## src/rtl/bbpg_pkg.sv

```systemverilog
package bbpg_pkg;

    localparam int TICK_W   = 16;
    localparam int COUNT_W  = 8;
    localparam int BEEPS_W  = 4;
    localparam int CFG_IDX_W = 2;

    // Command codes.
    localparam logic CMD_TICK  = 1'b0;
    localparam logic CMD_START = 1'b1;

    // Configuration register indexes.
    localparam logic [CFG_IDX_W-1:0] CFG_TOGGLE_TICKS = 2'd0;
    localparam logic [CFG_IDX_W-1:0] CFG_ON_TICKS     = 2'd1;
    localparam logic [CFG_IDX_W-1:0] CFG_OFF_TICKS    = 2'd2;

    // Register values after reset.
    localparam logic [TICK_W-1:0] RST_TOGGLE_TICKS = 16'd100;
    localparam logic [TICK_W-1:0] RST_ON_TICKS     = 16'd200;
    localparam logic [TICK_W-1:0] RST_OFF_TICKS    = 16'd500;

    typedef struct packed {
        logic [TICK_W-1:0] toggle_ticks;
        logic [TICK_W-1:0] on_ticks;
        logic [TICK_W-1:0] off_ticks;
    } t_cfg;

    typedef struct packed {
        logic               cmd;
        logic [COUNT_W-1:0] beep_count;
    } t_item;

endpackage

```

## src/rtl/bbpg_in_if.sv

```systemverilog
interface bbpg_in_if;
    logic                          valid;
    logic                          ready;
    logic                          cmd;
    logic [bbpg_pkg::COUNT_W-1:0]  beep_count;

    modport source (output valid, output cmd, output beep_count, input ready);
    modport sink   (input valid, input cmd, input beep_count, output ready);
endinterface

```

## src/rtl/bbpg_out_if.sv

```systemverilog
interface bbpg_out_if;
    logic                          valid;
    logic                          ready;
    logic                          buzzer_on;
    logic                          active;
    logic [bbpg_pkg::BEEPS_W-1:0]  beeps_sounded;

    modport source (output valid, output buzzer_on, output active, output beeps_sounded,
                    input ready);
    modport sink   (input valid, input buzzer_on, input active, input beeps_sounded,
                    output ready);
endinterface

```

## src/rtl/bbpg_cfg.sv

```systemverilog
module bbpg_cfg (
    input  logic                              i_clk,
    input  logic                              i_rst_n,
    input  logic                              i_wr_en,
    input  logic [bbpg_pkg::CFG_IDX_W-1:0]    i_wr_idx,
    input  logic [bbpg_pkg::TICK_W-1:0]       i_wr_data,
    output bbpg_pkg::t_cfg                    o_cfg
);

    bbpg_pkg::t_cfg r_cfg;

    always_ff @(posedge i_clk) begin
        if (!i_rst_n) begin
            r_cfg.toggle_ticks <= bbpg_pkg::RST_TOGGLE_TICKS;
            r_cfg.on_ticks     <= bbpg_pkg::RST_ON_TICKS;
            r_cfg.off_ticks    <= bbpg_pkg::RST_OFF_TICKS;
        end else if (i_wr_en) begin
            unique case (i_wr_idx)
                bbpg_pkg::CFG_TOGGLE_TICKS: r_cfg.toggle_ticks <= i_wr_data;
                bbpg_pkg::CFG_ON_TICKS:     r_cfg.on_ticks     <= i_wr_data;
                bbpg_pkg::CFG_OFF_TICKS:    r_cfg.off_ticks    <= i_wr_data;
                default: ;
            endcase
        end
    end

    assign o_cfg = r_cfg;

endmodule

```

## src/rtl/bbpg_in_stage.sv

```systemverilog
module bbpg_in_stage (
    input  logic            i_clk,
    input  logic            i_rst_n,
    bbpg_in_if.sink         i_req,
    input  logic            i_next_ready,
    output logic            o_valid,
    output bbpg_pkg::t_item o_item
);

    logic            r_valid;
    bbpg_pkg::t_item r_item;
    logic            w_ready;

    // The register frees up whenever the core takes its request.
    assign w_ready     = !r_valid || i_next_ready;
    assign i_req.ready = w_ready;

    always_ff @(posedge i_clk) begin
        if (!i_rst_n) begin
            r_valid <= 1'b0;
        end else if (w_ready) begin
            r_valid <= i_req.valid;
        end
    end

    always_ff @(posedge i_clk) begin
        if (w_ready && i_req.valid) begin
            r_item.cmd        <= i_req.cmd;
            r_item.beep_count <= i_req.beep_count;
        end
    end

    assign o_valid = r_valid;
    assign o_item  = r_item;

endmodule

```

## src/rtl/bbpg_core.sv

```systemverilog
module bbpg_core #(
    parameter int MAX_BEEPS = 8
) (
    input  logic            i_clk,
    input  logic            i_rst_n,
    input  bbpg_pkg::t_cfg  i_cfg,
    input  logic            i_valid,
    input  bbpg_pkg::t_item i_item,
    output logic            o_ready,
    bbpg_out_if.source      o_rsp
);

    localparam logic [bbpg_pkg::BEEPS_W-1:0] MaxBeeps   = bbpg_pkg::BEEPS_W'(MAX_BEEPS);
    localparam logic [bbpg_pkg::COUNT_W-1:0] MaxBeepsCn = bbpg_pkg::COUNT_W'(MAX_BEEPS);

    logic [bbpg_pkg::TICK_W-1:0]  r_tick,  n_tick;
    logic [bbpg_pkg::BEEPS_W-1:0] r_total, n_total;
    logic [bbpg_pkg::BEEPS_W-1:0] r_done,  n_done;
    logic                         r_level, n_level;
    logic                         r_cont,  n_cont;

    logic                         r_out_valid;
    logic                         r_out_level;
    logic                         r_out_active;
    logic [bbpg_pkg::BEEPS_W-1:0] r_out_done;

    logic [bbpg_pkg::TICK_W-1:0]  w_tick_inc;
    logic [bbpg_pkg::BEEPS_W-1:0] w_done_inc;
    logic                         w_fire;

    assign o_ready = !r_out_valid || o_rsp.ready;
    assign w_fire  = i_valid && o_ready;

    assign w_tick_inc = r_tick + 1'b1;
    assign w_done_inc = r_done + 1'b1;

    always_comb begin
        n_tick  = r_tick;
        n_total = r_total;
        n_done  = r_done;
        n_level = r_level;
        n_cont  = r_cont;
        case (i_item.cmd)
            bbpg_pkg::CMD_START: begin
                n_total = (i_item.beep_count > MaxBeepsCn) ? MaxBeeps
                        : i_item.beep_count[bbpg_pkg::BEEPS_W-1:0];
                n_done  = '0;
                n_tick  = '0;
                n_level = 1'b0;
                n_cont  = (i_item.beep_count == '0);
            end
            default: begin
                n_tick = w_tick_inc;
                if (r_cont) begin
                    if (w_tick_inc >= i_cfg.toggle_ticks) begin
                        n_tick  = '0;
                        n_level = !r_level;
                    end
                end else if (r_total != '0) begin
                    if (r_level && (w_tick_inc >= i_cfg.on_ticks)) begin
                        n_level = 1'b0;
                        n_tick  = '0;
                        n_done  = w_done_inc;
                        if (w_done_inc >= r_total) begin
                            n_total = '0;
                        end
                    end else if (!r_level && (w_tick_inc >= i_cfg.off_ticks)) begin
                        n_level = 1'b1;
                        n_tick  = '0;
                    end
                end
            end
        endcase
    end

    always_ff @(posedge i_clk) begin
        if (!i_rst_n) begin
            r_tick      <= '0;
            r_total     <= '0;
            r_done      <= '0;
            r_level     <= 1'b0;
            r_cont      <= 1'b0;
            r_out_valid <= 1'b0;
        end else begin
            if (w_fire) begin
                r_tick  <= n_tick;
                r_total <= n_total;
                r_done  <= n_done;
                r_level <= n_level;
                r_cont  <= n_cont;
            end
            if (o_ready) begin
                r_out_valid <= i_valid;
            end
        end
    end

    always_ff @(posedge i_clk) begin
        if (w_fire) begin
            r_out_level  <= n_level;
            r_out_active <= n_cont || (n_total != '0);
            r_out_done   <= n_done;
        end
    end

    assign o_rsp.valid         = r_out_valid;
    assign o_rsp.buzzer_on     = r_out_level;
    assign o_rsp.active        = r_out_active;
    assign o_rsp.beeps_sounded = r_out_done;

endmodule

```

## src/rtl/buzzer_beep_pattern_generator.sv

```systemverilog
// Buzzer beep pattern generator. Each request is either a timer tick or a start
// command; every request yields one result with the buzzer level, the active flag
// and the number of beeps completed. A start with a count of zero runs the
// continuous toggle mode, otherwise the count (clamped to MAX_BEEPS) sets how many
// off/on beeps are played. The block takes one request per clock cycle while the result
// side is ready, and passes each through the input register and then the core, where
// the state update feeds the result register. The user writes the tick, on and off
// times through the configuration port only while idle; the block does not enforce it.
module buzzer_beep_pattern_generator #(
    parameter int MAX_BEEPS = 8
) (
    input  logic                           i_clk,
    input  logic                           i_rst_n,
    input  logic                           i_cfg_wr_en,
    input  logic [bbpg_pkg::CFG_IDX_W-1:0] i_cfg_wr_idx,
    input  logic [bbpg_pkg::TICK_W-1:0]    i_cfg_wr_data,
    bbpg_in_if.sink                        i_req,
    bbpg_out_if.source                     o_rsp
);

    bbpg_pkg::t_cfg  w_cfg;
    bbpg_pkg::t_item w_item;
    logic            w_item_valid;
    logic            w_core_ready;

    bbpg_cfg u_cfg (
        .i_clk     (i_clk),
        .i_rst_n   (i_rst_n),
        .i_wr_en   (i_cfg_wr_en),
        .i_wr_idx  (i_cfg_wr_idx),
        .i_wr_data (i_cfg_wr_data),
        .o_cfg     (w_cfg)
    );

    bbpg_in_stage u_in_stage (
        .i_clk        (i_clk),
        .i_rst_n      (i_rst_n),
        .i_req        (i_req),
        .i_next_ready (w_core_ready),
        .o_valid      (w_item_valid),
        .o_item       (w_item)
    );

    bbpg_core #(
        .MAX_BEEPS (MAX_BEEPS)
    ) u_core (
        .i_clk   (i_clk),
        .i_rst_n (i_rst_n),
        .i_cfg   (w_cfg),
        .i_valid (w_item_valid),
        .i_item  (w_item),
        .o_ready (w_core_ready),
        .o_rsp   (o_rsp)
    );

endmodule

```

## src/flat_wrapper.sv

```systemverilog
// flat-port wrapper written by rule: the top's interface ports become plain ports
module buzzer_beep_pattern_generator_flat 
#(
    parameter int MAX_BEEPS = 8
)
  (i_clk, i_rst_n, i_cfg_wr_en, i_cfg_wr_idx, i_cfg_wr_data, i_req_valid, i_req_cmd, i_req_beep_count, i_req_ready, o_rsp_valid, o_rsp_buzzer_on, o_rsp_active, o_rsp_beeps_sounded, o_rsp_ready);
  bbpg_in_if i_req_i ();
  bbpg_out_if o_rsp_i ();
  input  logic i_clk;
  input  logic i_rst_n;
  input  logic i_cfg_wr_en;
  input  logic [bbpg_pkg::CFG_IDX_W-1:0] i_cfg_wr_idx;
  input  logic [bbpg_pkg::TICK_W-1:0] i_cfg_wr_data;
  input wire logic [$bits(i_req_i.valid)-1:0] i_req_valid;
  input wire logic [$bits(i_req_i.cmd)-1:0] i_req_cmd;
  input wire logic [$bits(i_req_i.beep_count)-1:0] i_req_beep_count;
  output wire logic [$bits(i_req_i.ready)-1:0] i_req_ready;
  output wire logic [$bits(o_rsp_i.valid)-1:0] o_rsp_valid;
  output wire logic [$bits(o_rsp_i.buzzer_on)-1:0] o_rsp_buzzer_on;
  output wire logic [$bits(o_rsp_i.active)-1:0] o_rsp_active;
  output wire logic [$bits(o_rsp_i.beeps_sounded)-1:0] o_rsp_beeps_sounded;
  input wire logic [$bits(o_rsp_i.ready)-1:0] o_rsp_ready;
  assign i_req_i.valid = i_req_valid;
  assign i_req_i.cmd = i_req_cmd;
  assign i_req_i.beep_count = i_req_beep_count;
  assign i_req_ready = i_req_i.ready;
  assign o_rsp_valid = o_rsp_i.valid;
  assign o_rsp_buzzer_on = o_rsp_i.buzzer_on;
  assign o_rsp_active = o_rsp_i.active;
  assign o_rsp_beeps_sounded = o_rsp_i.beeps_sounded;
  assign o_rsp_i.ready = o_rsp_ready;
  buzzer_beep_pattern_generator #(.MAX_BEEPS(MAX_BEEPS)) u_core (.i_clk(i_clk), .i_rst_n(i_rst_n), .i_cfg_wr_en(i_cfg_wr_en), .i_cfg_wr_idx(i_cfg_wr_idx), .i_cfg_wr_data(i_cfg_wr_data), .i_req(i_req_i), .o_rsp(o_rsp_i));
endmodule
```

## config.mk

```make
export PLATFORM = sky130hd
export DESIGN_NAME = buzzer_beep_pattern_generator_flat
export DESIGN_NICKNAME = d
export VERILOG_FILES = /design/src/rtl/bbpg_pkg.sv /design/src/rtl/bbpg_in_if.sv /design/src/rtl/bbpg_out_if.sv /design/src/rtl/bbpg_cfg.sv /design/src/rtl/bbpg_in_stage.sv /design/src/rtl/bbpg_core.sv /design/src/rtl/buzzer_beep_pattern_generator.sv /design/src/flat_wrapper.sv
export SDC_FILE = /design/constraint.sdc
export NUM_CORES = 1
export LEC_CHECK = 0
export ABC_AREA = 0
export BUFFER_PORTS_ARGS = -buffer_cell sky130_fd_sc_hd__buf_2
export CAP_MARGIN = 5
export CORE_MARGIN = 2
export CORE_UTILIZATION = 37
export DETAILED_ROUTE_END_ITERATION = 8
export PLACE_DENSITY_LB_ADDON = 0.2
export SYNTH_ARGS = -nofsm -noshare
export SYNTH_HDL_FRONTEND = slang
export SYNTH_SLANG_ARGS = --single-unit
```

## constraint.sdc

```tcl
create_clock -name i_clk -period 4.6 [get_ports i_clk]
set_clock_uncertainty 0.15 [all_clocks]
set_input_delay 0.92 -clock i_clk [delete_from_list [all_inputs] [get_ports i_clk]]
set_output_delay 0.92 -clock i_clk [all_outputs]
set_load 0.01 [all_outputs]
```

; ---- Yosys cells after proc, flatten, opt, wreduce, memory -nomap -nowiden
; Cells that the tools add are included.
[op_classes]
n_mux = 23
add_sub_neg = 2
reduce_logical = 17
n_lt_le_gt_ge = 5
n_eq_ne = 2
[ops]
columns = operator, count
row1 = $mux W16, 6
row2 = $ge A16 B16 Y1, 3
row3 = $mux W4, 10
row4 = $add A16 B1 Y16 const B, 1
row5 = $gt A8 B4 Y1 const B, 1
row6 = $logic_not A8 Y1, 1
row7 = $reduce_bool A4 Y1, 2
row8 = $mux W1, 7
row9 = $reduce_and A2 Y1, 3
row10 = $add A4 B1 Y4 const B, 1
row11 = $ge A4 B4 Y1, 1
row12 = $logic_and A1 B1 Y1, 4
row13 = $logic_not A1 Y1, 3
row14 = $logic_or A1 B1 Y1, 3
row15 = $eq A2 B1 Y1 const B, 1
row16 = $eq A2 B2 Y1 const B, 1
row17 = $logic_not A2 Y1, 1
[totals]
register_bits = 91
wordCells = 64
out_inout_bits = 8
inputBits = 32

; ---- Depth between registers and ports, before layout
; Gate-level depths: netlist (run 1).
[logic_depth]
ltp_word = 9
ltp_mapped = 16
mapped_depth_nobuf = 15

; ---- Modules after synthesis
; A second synthesis (run 1) with hierarchy kept.
[unflattened]
cells_unflattened = 551
hier_area_um2 = 5200.0
[by_module_without_submodules]
columns = module, cells_per_inst, n_inst, area_per_inst_um2
row1 = bbpg_core, 354, 1, 2969.1
row2 = bbpg_cfg, 183, 1, 1903.1
row3 = bbpg_in_stage, 14, 1, 327.8

; ---- Worst setup path after synthesis (run 1)
; OpenSTA, ideal clock, no wires.
[synth_path]
path_type = register to register
startpoint = register u_core.u_core.r_tick[0] in the netlist's numbering
endpoint = register u_core.u_core.r_out_done (netlist bit u_core.u_core.o_rsp.beeps_sounded[1]) (data pin)
path_slack_ns = 1.066
n_path_buf = 1
required_time_ns = 4.184
t_arrival_ns = 3.119
synth_period_minus_slack_ns = 3.534
path_stages_with_launch = 16
cell_sequence = dfxtp_1 > ha_1 > and3_1 > nand4_1 > nor2_1 > and3_1 > xnor2_1 > inv_1 > ha_1 > nand4_1 > nor3_1 > o311ai_0 > a211oi_1 > buf_2 > mux2i_1 > nor2_1
[synth_via]
elab_chain_cells = 7
[synth_lines]
columns = item, line
row1 = start: declaration, bbpg_core.sv:16  ; logic [bbpg_pkg::TICK_W-1:0] r_tick, n_tick;
row2 = start signal: assignment, bbpg_core.sv:86  ; r_tick <= n_tick;
row3 = $add A16 B1 Y16, bbpg_core.sv:34  ; assign w_tick_inc = r_tick + 1'b1;
row4 = $ge A16 B16 Y1, bbpg_core.sv:60  ; if (r_level && (w_tick_inc >= i_cfg.on_ticks)) begin
row5 = $logic_and A1 B1 Y1, bbpg_core.sv:60
row6 = $mux W4, bbpg_core.sv:60
row7 = $mux W4, bbpg_core.sv:59  ; end else if (r_total != '0) begin
row8 = $mux W4, bbpg_core.sv:54  ; if (r_cont) begin
row9 = $mux W4, bbpg_core.sv:43  ; case (i_item.cmd)
row10 = "named net u_core.u_core.n_done, one bit", bbpg_core.sv:18  ; logic [bbpg_pkg::BEEPS_W-1:0] r_done, n_done;
row11 = end signal: assignment, bbpg_core.sv:102  ; r_out_done <= n_done;
row12 = end: declaration, bbpg_core.sv:25  ; logic [bbpg_pkg::BEEPS_W-1:0] r_out_done;
; The timed path passes the listed nets, and every way through them passes these cells.
; A chain may end at the register's enable or synchronous reset.

; ---- Worst setup path in the final report (run 1)
[layout_path]
startpoint = register u_core.u_core.r_tick[0] in the netlist's numbering
endpoint = register u_core.u_core.r_tick[3] in the netlist's numbering
[layout_via]
elab_chain_cells = 8
word_cells_on_any_way = 12
[layout_lines]
columns = item, line
row1 = $add A16 B1 Y16 (*), bbpg_core.sv:34
row2 = $ge A16 B16 Y1, bbpg_core.sv:67  ; end else if (!r_level && (w_tick_inc >= i_cfg.off_ticks)) begin
row3 = $logic_and A1 B1 Y1, bbpg_core.sv:67
row4 = $mux W16, bbpg_core.sv:67
row5 = $mux W16, bbpg_core.sv:60
row6 = $mux W16, bbpg_core.sv:59
row7 = $mux W16 (*), bbpg_core.sv:54
row8 = $mux W16 (*), bbpg_core.sv:43
; Every way passes the cells marked *; elsewhere a longest branch is shown, timed or not.

==> out/metrics.csv, run 1 <==
stage,metric,value,unit
timing,final hold violations,0,
clocking,hold_buf cts,0,
die,Initial Util,0.374,
setup_path,FF-to-FF Start,u_core.u_core.r_tick[0]$_SDFFE_PN0P_,
clocking,Setup Buffers After CTS,0,
grt,GR Overflow Total,0,
job,maxcap violations,0,
routing,antenna-violating nets left,0,
routing,Vias/cell,4.91,
power_and_ir_drop,Clock power frac,0.404,
die,Die Y,119,um
logic_synthesis,sequential share of the synthesized area,0.403,
logic_synthesis,Post-Syn Area,0.00489,mm2
power_and_ir_drop,Logic pwr share,0.076,
power_and_ir_drop,P_sw,389,uW
die,Core ar.,0.0131,mm2
routing,via count,3914,
layout,layout cells sized above 1,0.111,
power_and_ir_drop,static leakage,0.00235,uW
timing,max frequency,248,MHz
timing,min Tclk post-route,4030,ps
setup_path,reg-to-reg endpoint,u_core.u_core.r_tick[3]$_SDFFE_PN0P_,
power_and_ir_drop,Power Internal,1240,uW
grt,first-pass GRT wire length,18800,um
placement,I/O Buffers,39,
hold_path,hold endpoint,u_core.u_cfg.o_cfg[46]$_SDFFE_PN0P_,
grt,largest net degree at the start of global routing,44,
timing,setup violators final,0,
timing,Slew @ Worst Pin,870,ps
layout,multi-input gate area in the final layout,0.00258,mm2
logic_synthesis,"EDFF count, synth",15,
routing,final WL,11100,um
setup_path,crit path from,u_core.u_core.r_tick[0]$_SDFFE_PN0P_,
clocking,CTS sink cnt,91,
grt,vias in the first global route,3857,
logic_synthesis,Ys Warns,0,
setup_path,startpoint types,register,
layout,Finished Layout Cells,797,
die,Cell Rows,42,
grt,Total Routing Usage GR,0.168,
clocking,cts repair resizes,0,
hold_path,Worst Hold Class,reg -> reg,
timing,max-slew violations,0,
setup_path,CP Data Required Time,4720,ps
setup_path,crit path max fanout,15,
timing,setup TNS,0,ps
die,Die ar.,0.0142,mm2
setup_path,reg2reg path depth,16,
layout,"leading cell type in the layout, fill and taps excluded",nand2_1,
logic_synthesis,Seq cells post-synth,91,
clocking,clock transition at the registers of the reported paths,60,ps
setup_path,WS Path Type,reg -> reg,
clocking,CTS Buf Count,9,
routing,Pre-antenna DRT Iters,4,
placement,HPWL after detailed placement,8560,um
timing,Slew HR,0.420,
power_and_ir_drop,Sw Ratio,0.239,
clocking,CTS tree,done,
setup_path,crit path DAT,4150,ps
clocking,worst skew pair latency,340,ps
layout,fillers,1352,
power_and_ir_drop,"Power, Total",1630,uW
status,outcome,finished clean,
logic_synthesis,Synth Area per Inst,8.42,um2
timing,RSZ-0062 raised after global routing,false,
die,# IOs,40,
layout,FF/Latch Area,0.00197,mm2
placement,Final GP Congestion,0.895,
power_and_ir_drop,Pwr per Cell Area,296,mW/mm2
routing,wire per inst,13.9,um
clocking,Max clock buf depth,2,
setup_path,R2R Setup Slk,570,ps
logic_synthesis,Mapped Cells,581,
layout,most frequent cells in the layout,"122 x nand2_1, 76 x dfxtp_1, 70 x inv_1",
layout,Final nets,702,
placement,placed cell count,781,
hold_path,HP Start,u_core.u_cfg.o_cfg[46]$_SDFFE_PN0P_,
die,die span in x,119,um
hold_path,hold path cells,2,
logic_synthesis,post-synth net total,667,
power_and_ir_drop,sequential share of power,0.520,
layout,Syn-to-layout area delta,12.8,%
power_and_ir_drop,Max VDD drop,164,uV
logic_synthesis,Synth Flop Type,dfxtp_1,
grt,initial antenna violation count,0,
layout,Antenna diodes,0,
clocking,Clock Tree Root,clkbuf_16,
logic_synthesis,asr flop ratio synth,0,
clocking,H-tree levels,3,
routing,drt first-iter violations,129,
logic_synthesis,post-synthesis cell type count,48,
routing,# DRC,0,
timing,Min Hold Slack,306,ps
timing,Final period util,0.876,
setup_path,critical path capture point type,register,
-- logic make-up after synthesis --
| logic type | synth area share |
|---|---|
| adders and majority gates | 0.138 |
| xor gates and xnor gates | 0.0304 |
| buffers and inverters | 0.0701 |
| AOI/OAI and AO/OA | 0.168 |
| and+or+nand+nor | 0.189 |
| muxes | 0.00205 |
| DFF | 0.403 |
-- critical path, stage by stage, from the launching register on --
cell and delay (ps):
dfxtp_1 490, ha_1 230, and3_1 220, nand4_1 160, nor2_1 200, and3_1 190, xnor2_1 160, inv_1 140
ha_1 310, nand4_1 100, nor3_1 80, a21oi_1 130, o211a_1 240, a211oi_1 90, buf_4 210, or4b_4 660
o21ai_0 200
-- per-layer routing --
layer	GRT usage	vias up	wire [um]
li1	-	2055	-
met1	0.221	1809	5580
met2	0.271	34	5030
met3	0.0321	16	258
met4	0.0692	0	243
met5	0	-	0
-- power by group through the flow --
stage,Sequential (uW),Combinational (uW),Clock (uW)
final,848,124,658
after global routing,850,143,704
after CTS,848,126,670
after detailed placement,865,125,0
after global placement,864,124,0
after floorplan,862,79.1,0
-- worst max-delay path by stage --
| stage | end | slack (ps) | cells past startpoint |
|---|---|---|---|
| floorplan | u_core.u_core.o_rsp.beeps_sounded[1]$_DFFE_PP_ | 1070 | 15 |
| global placement | u_core.u_core.r_tick[4]$_SDFFE_PN0P_ | 650 | 14 |
| detailed placement | u_core.u_core.r_tick[3]$_SDFFE_PN0P_ | 580 | 16 |
| CTS | u_core.u_core.r_tick[3]$_SDFFE_PN0P_ | 540 | 16 |
| global route | u_core.u_core.r_tick[2]$_SDFFE_PN0P_ | 200 | 15 |
| finish | u_core.u_core.r_tick[3]$_SDFFE_PN0P_ | 570 | 16 |
-- per-stage QoR --
step / util / setup slack, ps / instance area, um2
floorplan: - / 1070 / 4890
global placement: 0.402 / 648 / 5260
detailed placement: 0.402 / 576 / 5260
CTS: 0.421 / 536 / 5520
global route: 0.421 / 197 / 5520
finish: 0.421 / 570 / 5520
-- final cells by class --
class	count	share of cell area
sequential	91	0.358
tap	176	0.0399
inverter	70	0.0476
clock buffer	12	0.0429
timing repair buffer	43	0.0408
multi-input combinational	401	0.468
clock inverter	4	0.00318
-- cells in the mapped netlist (5+ instances only) --
library cell / count / area (um2)
a21oi_1: 55 / 275
nand2b_1: 6 / 37.5
nor2b_1: 7 / 43.8
ha_1: 54 / 676
o211ai_1: 14 / 105
nand3_1: 8 / 40.0
nand2_1: 122 / 458
clkbuf_1: 14 / 52.6
dfxtp_1: 76 / 1520
nand4_1: 8 / 50.1
o21ai_2: 10 / 87.6
xor2_1: 5 / 43.8
edfxtp_1: 15 / 450
xnor2_1: 12 / 105
nor2_1: 19 / 71.3
inv_1: 70 / 263
o21ai_0: 15 / 75.1
and3_1: 8 / 50.1
-- flip-flops by register name, summed over array words and instances, names as in the netlist, 4 cells and up --
name / cells
u_core.u_cfg.o_cfg: 48
u_core.u_core.o_rsp.beeps_sounded: 4
u_core.u_core.r_done: 4
u_core.u_core.r_tick: 16
u_core.u_core.r_total: 4
u_core.u_in_stage.o_item: 9
Note: power is estimated with default switching activity, not from simulation.
==> run 2: changes to the inputs <==
PLACE_DENSITY_LB_ADDON = unset   (was 0.2)
TNS_END_PERCENT = 10   (was unset)
==> out/metrics.csv, run 2 (synthesis gave the netlist of run 1 again) <==
stage,metric,value,unit
status,outcome,finished clean,
routing,# DRC,0,
die,Die Y,119,um
layout,Antenna diodes,0,
routing,Vias/cell,4.99,
power_and_ir_drop,Max VDD drop,230,uV
layout,layout cells sized above 1,0.115,
layout,Final nets,701,
timing,min Tclk post-route,4020,ps
clocking,Max clock buf depth,2,
clocking,hold_buf cts,0,
setup_path,WS Path Type,reg -> reg,
clocking,worst skew pair latency,340,ps
power_and_ir_drop,Pwr per Cell Area,308,mW/mm2
die,Cell Rows,42,
setup_path,startpoint types,register,
setup_path,critical path capture point type,register,
placement,I/O Buffers,39,
die,Initial Util,0.374,
timing,Slew HR,0.259,
die,die span in x,119,um
placement,DP Area,0.00525,mm2
setup_path,crit path max fanout,15,
timing,final hold violations,0,
grt,vias in the first global route,3795,
setup_path,crit path DAT,4140,ps
clocking,cts repair resizes,0,
clocking,CTS tree,done,
routing,antenna-violating nets left,0,
die,Core ar.,0.0131,mm2
timing,setup TNS,0,ps
clocking,clock transition at the registers of the reported paths,60,ps
grt,largest net degree at the start of global routing,47,
grt,Total Routing Usage GR,0.168,
grt,initial antenna violation count,0,
clocking,CTS sink cnt,91,
placement,Final GP Congestion,0.894,
hold_path,Worst Hold Class,reg -> reg,
routing,wire per inst,14.1,um
timing,max frequency,249,MHz
clocking,CTS Buf Count,9,
timing,Final period util,0.874,
grt,GR Overflow Total,0,
routing,drt first-iter violations,172,
timing,setup violators final,0,
die,Die ar.,0.0142,mm2
placement,HPWL after detailed placement,8640,um
clocking,H-tree levels,3,
timing,RSZ-0062 raised after global routing,false,
clocking,Clock Tree Root,clkbuf_16,
layout,fillers,1312,
layout,Syn-to-layout area delta,13.5,%
routing,Pre-antenna DRT Iters,4,
routing,via count,3976,
layout,max reg flops,48,
timing,max-slew violations,0,
layout,most frequent cells in the layout,"122 x nand2_1, 76 x dfxtp_1, 70 x inv_1",
timing,Slew @ Worst Pin,1110,ps
routing,final WL,11200,um
power_and_ir_drop,static leakage,0.00236,uW
layout,"leading cell type in the layout, fill and taps excluded",nand2_1,
grt,first-pass GRT wire length,18700,um
die,# IOs,40,
clocking,Setup Buffers After CTS,0,
job,maxcap violations,0,
layout,cell area after layout,0.00555,mm2
setup_path,CP Data Required Time,4720,ps
run 2: worst max-delay path: stages (launching register included):
cell	delay, ps
dfxtp_1	490
ha_1	230
and3_1	220
nand4_1	160
nor2b_1	160
xnor2_1	190
inv_1	150
ha_1	310
nand4_1	150
nor3_1	80
o31ai_1	370
nand4_1	210
a22oi_2	240
or4b_4	620
o21ai_0	210
run 2: report_power, final:
part | internal [uW] | switching (uW) | total [uW]
Clock | 435 | 304 | 739
Combinational | 44.8 | 80.2 | 125
Sequential | 834 | 12.9 | 847
Total | 1310 | 397 | 1710
run 2: metrics by stage:
| step | instances | setup slack [ps] | hold slack, ps | util | total power [uW] |
|---|---|---|---|---|---|
| 2_1_floorplan | 581 | 1070 | 286 | - | 941 |
| 3_3_place_gp | 780 | 663 | 293 | 0.402 | 987 |
| 3_5_place_dp | 780 | 605 | 298 | 0.402 | 991 |
| 4_1_cts | 796 | 552 | 306 | 0.424 | 1730 |
| 5_1_grt | 796 | 236 | 323 | 0.424 | 1780 |
| 6_report | 796 | 579 | 306 | 0.424 | 1710 |
run 2: worst paths after layout:
| check | cells after the start | startpoint | to | slack, ps |
|---|---|---|---|---|
| setup / recovery | 14 | u_core.u_core.r_tick[0]$_SDFFE_PN0P_ | u_core.u_core.r_tick[4]$_SDFFE_PN0P_ | 580 |
| hold / removal | 2 | u_core.u_cfg.o_cfg[17]$_SDFFE_PN0P_ | u_core.u_cfg.o_cfg[17]$_SDFFE_PN0P_ | 310 |
| setup reg to reg | 14 | u_core.u_core.r_tick[0]$_SDFFE_PN0P_ | u_core.u_core.r_tick[4]$_SDFFE_PN0P_ | 580 |
| hold reg to reg | 2 | u_core.u_cfg.o_cfg[17]$_SDFFE_PN0P_ | u_core.u_cfg.o_cfg[17]$_SDFFE_PN0P_ | 310 |
run 2: layout make-up:
cell class	count	area [um2]	area share
tap	176	220	0.0397
timing repair buffer	42	218	0.0392
inverter	70	263	0.0473
clock inverter	4	50.0	0.00902
multi-input combinational	401	2580	0.465
sequential	91	1970	0.355
clock buffer	12	246	0.0444
run 2: metal layers:
metal | up-vias | part of all wire | global-route usage
met5 | - | 0 | 0
met3 | 15 | 0.034 | 0.0359
met2 | 73 | 0.46 | 0.273
met1 | 1837 | 0.48 | 0.219
met4 | 0 | 0.020 | 0.0632
li1 | 2051 | - | -
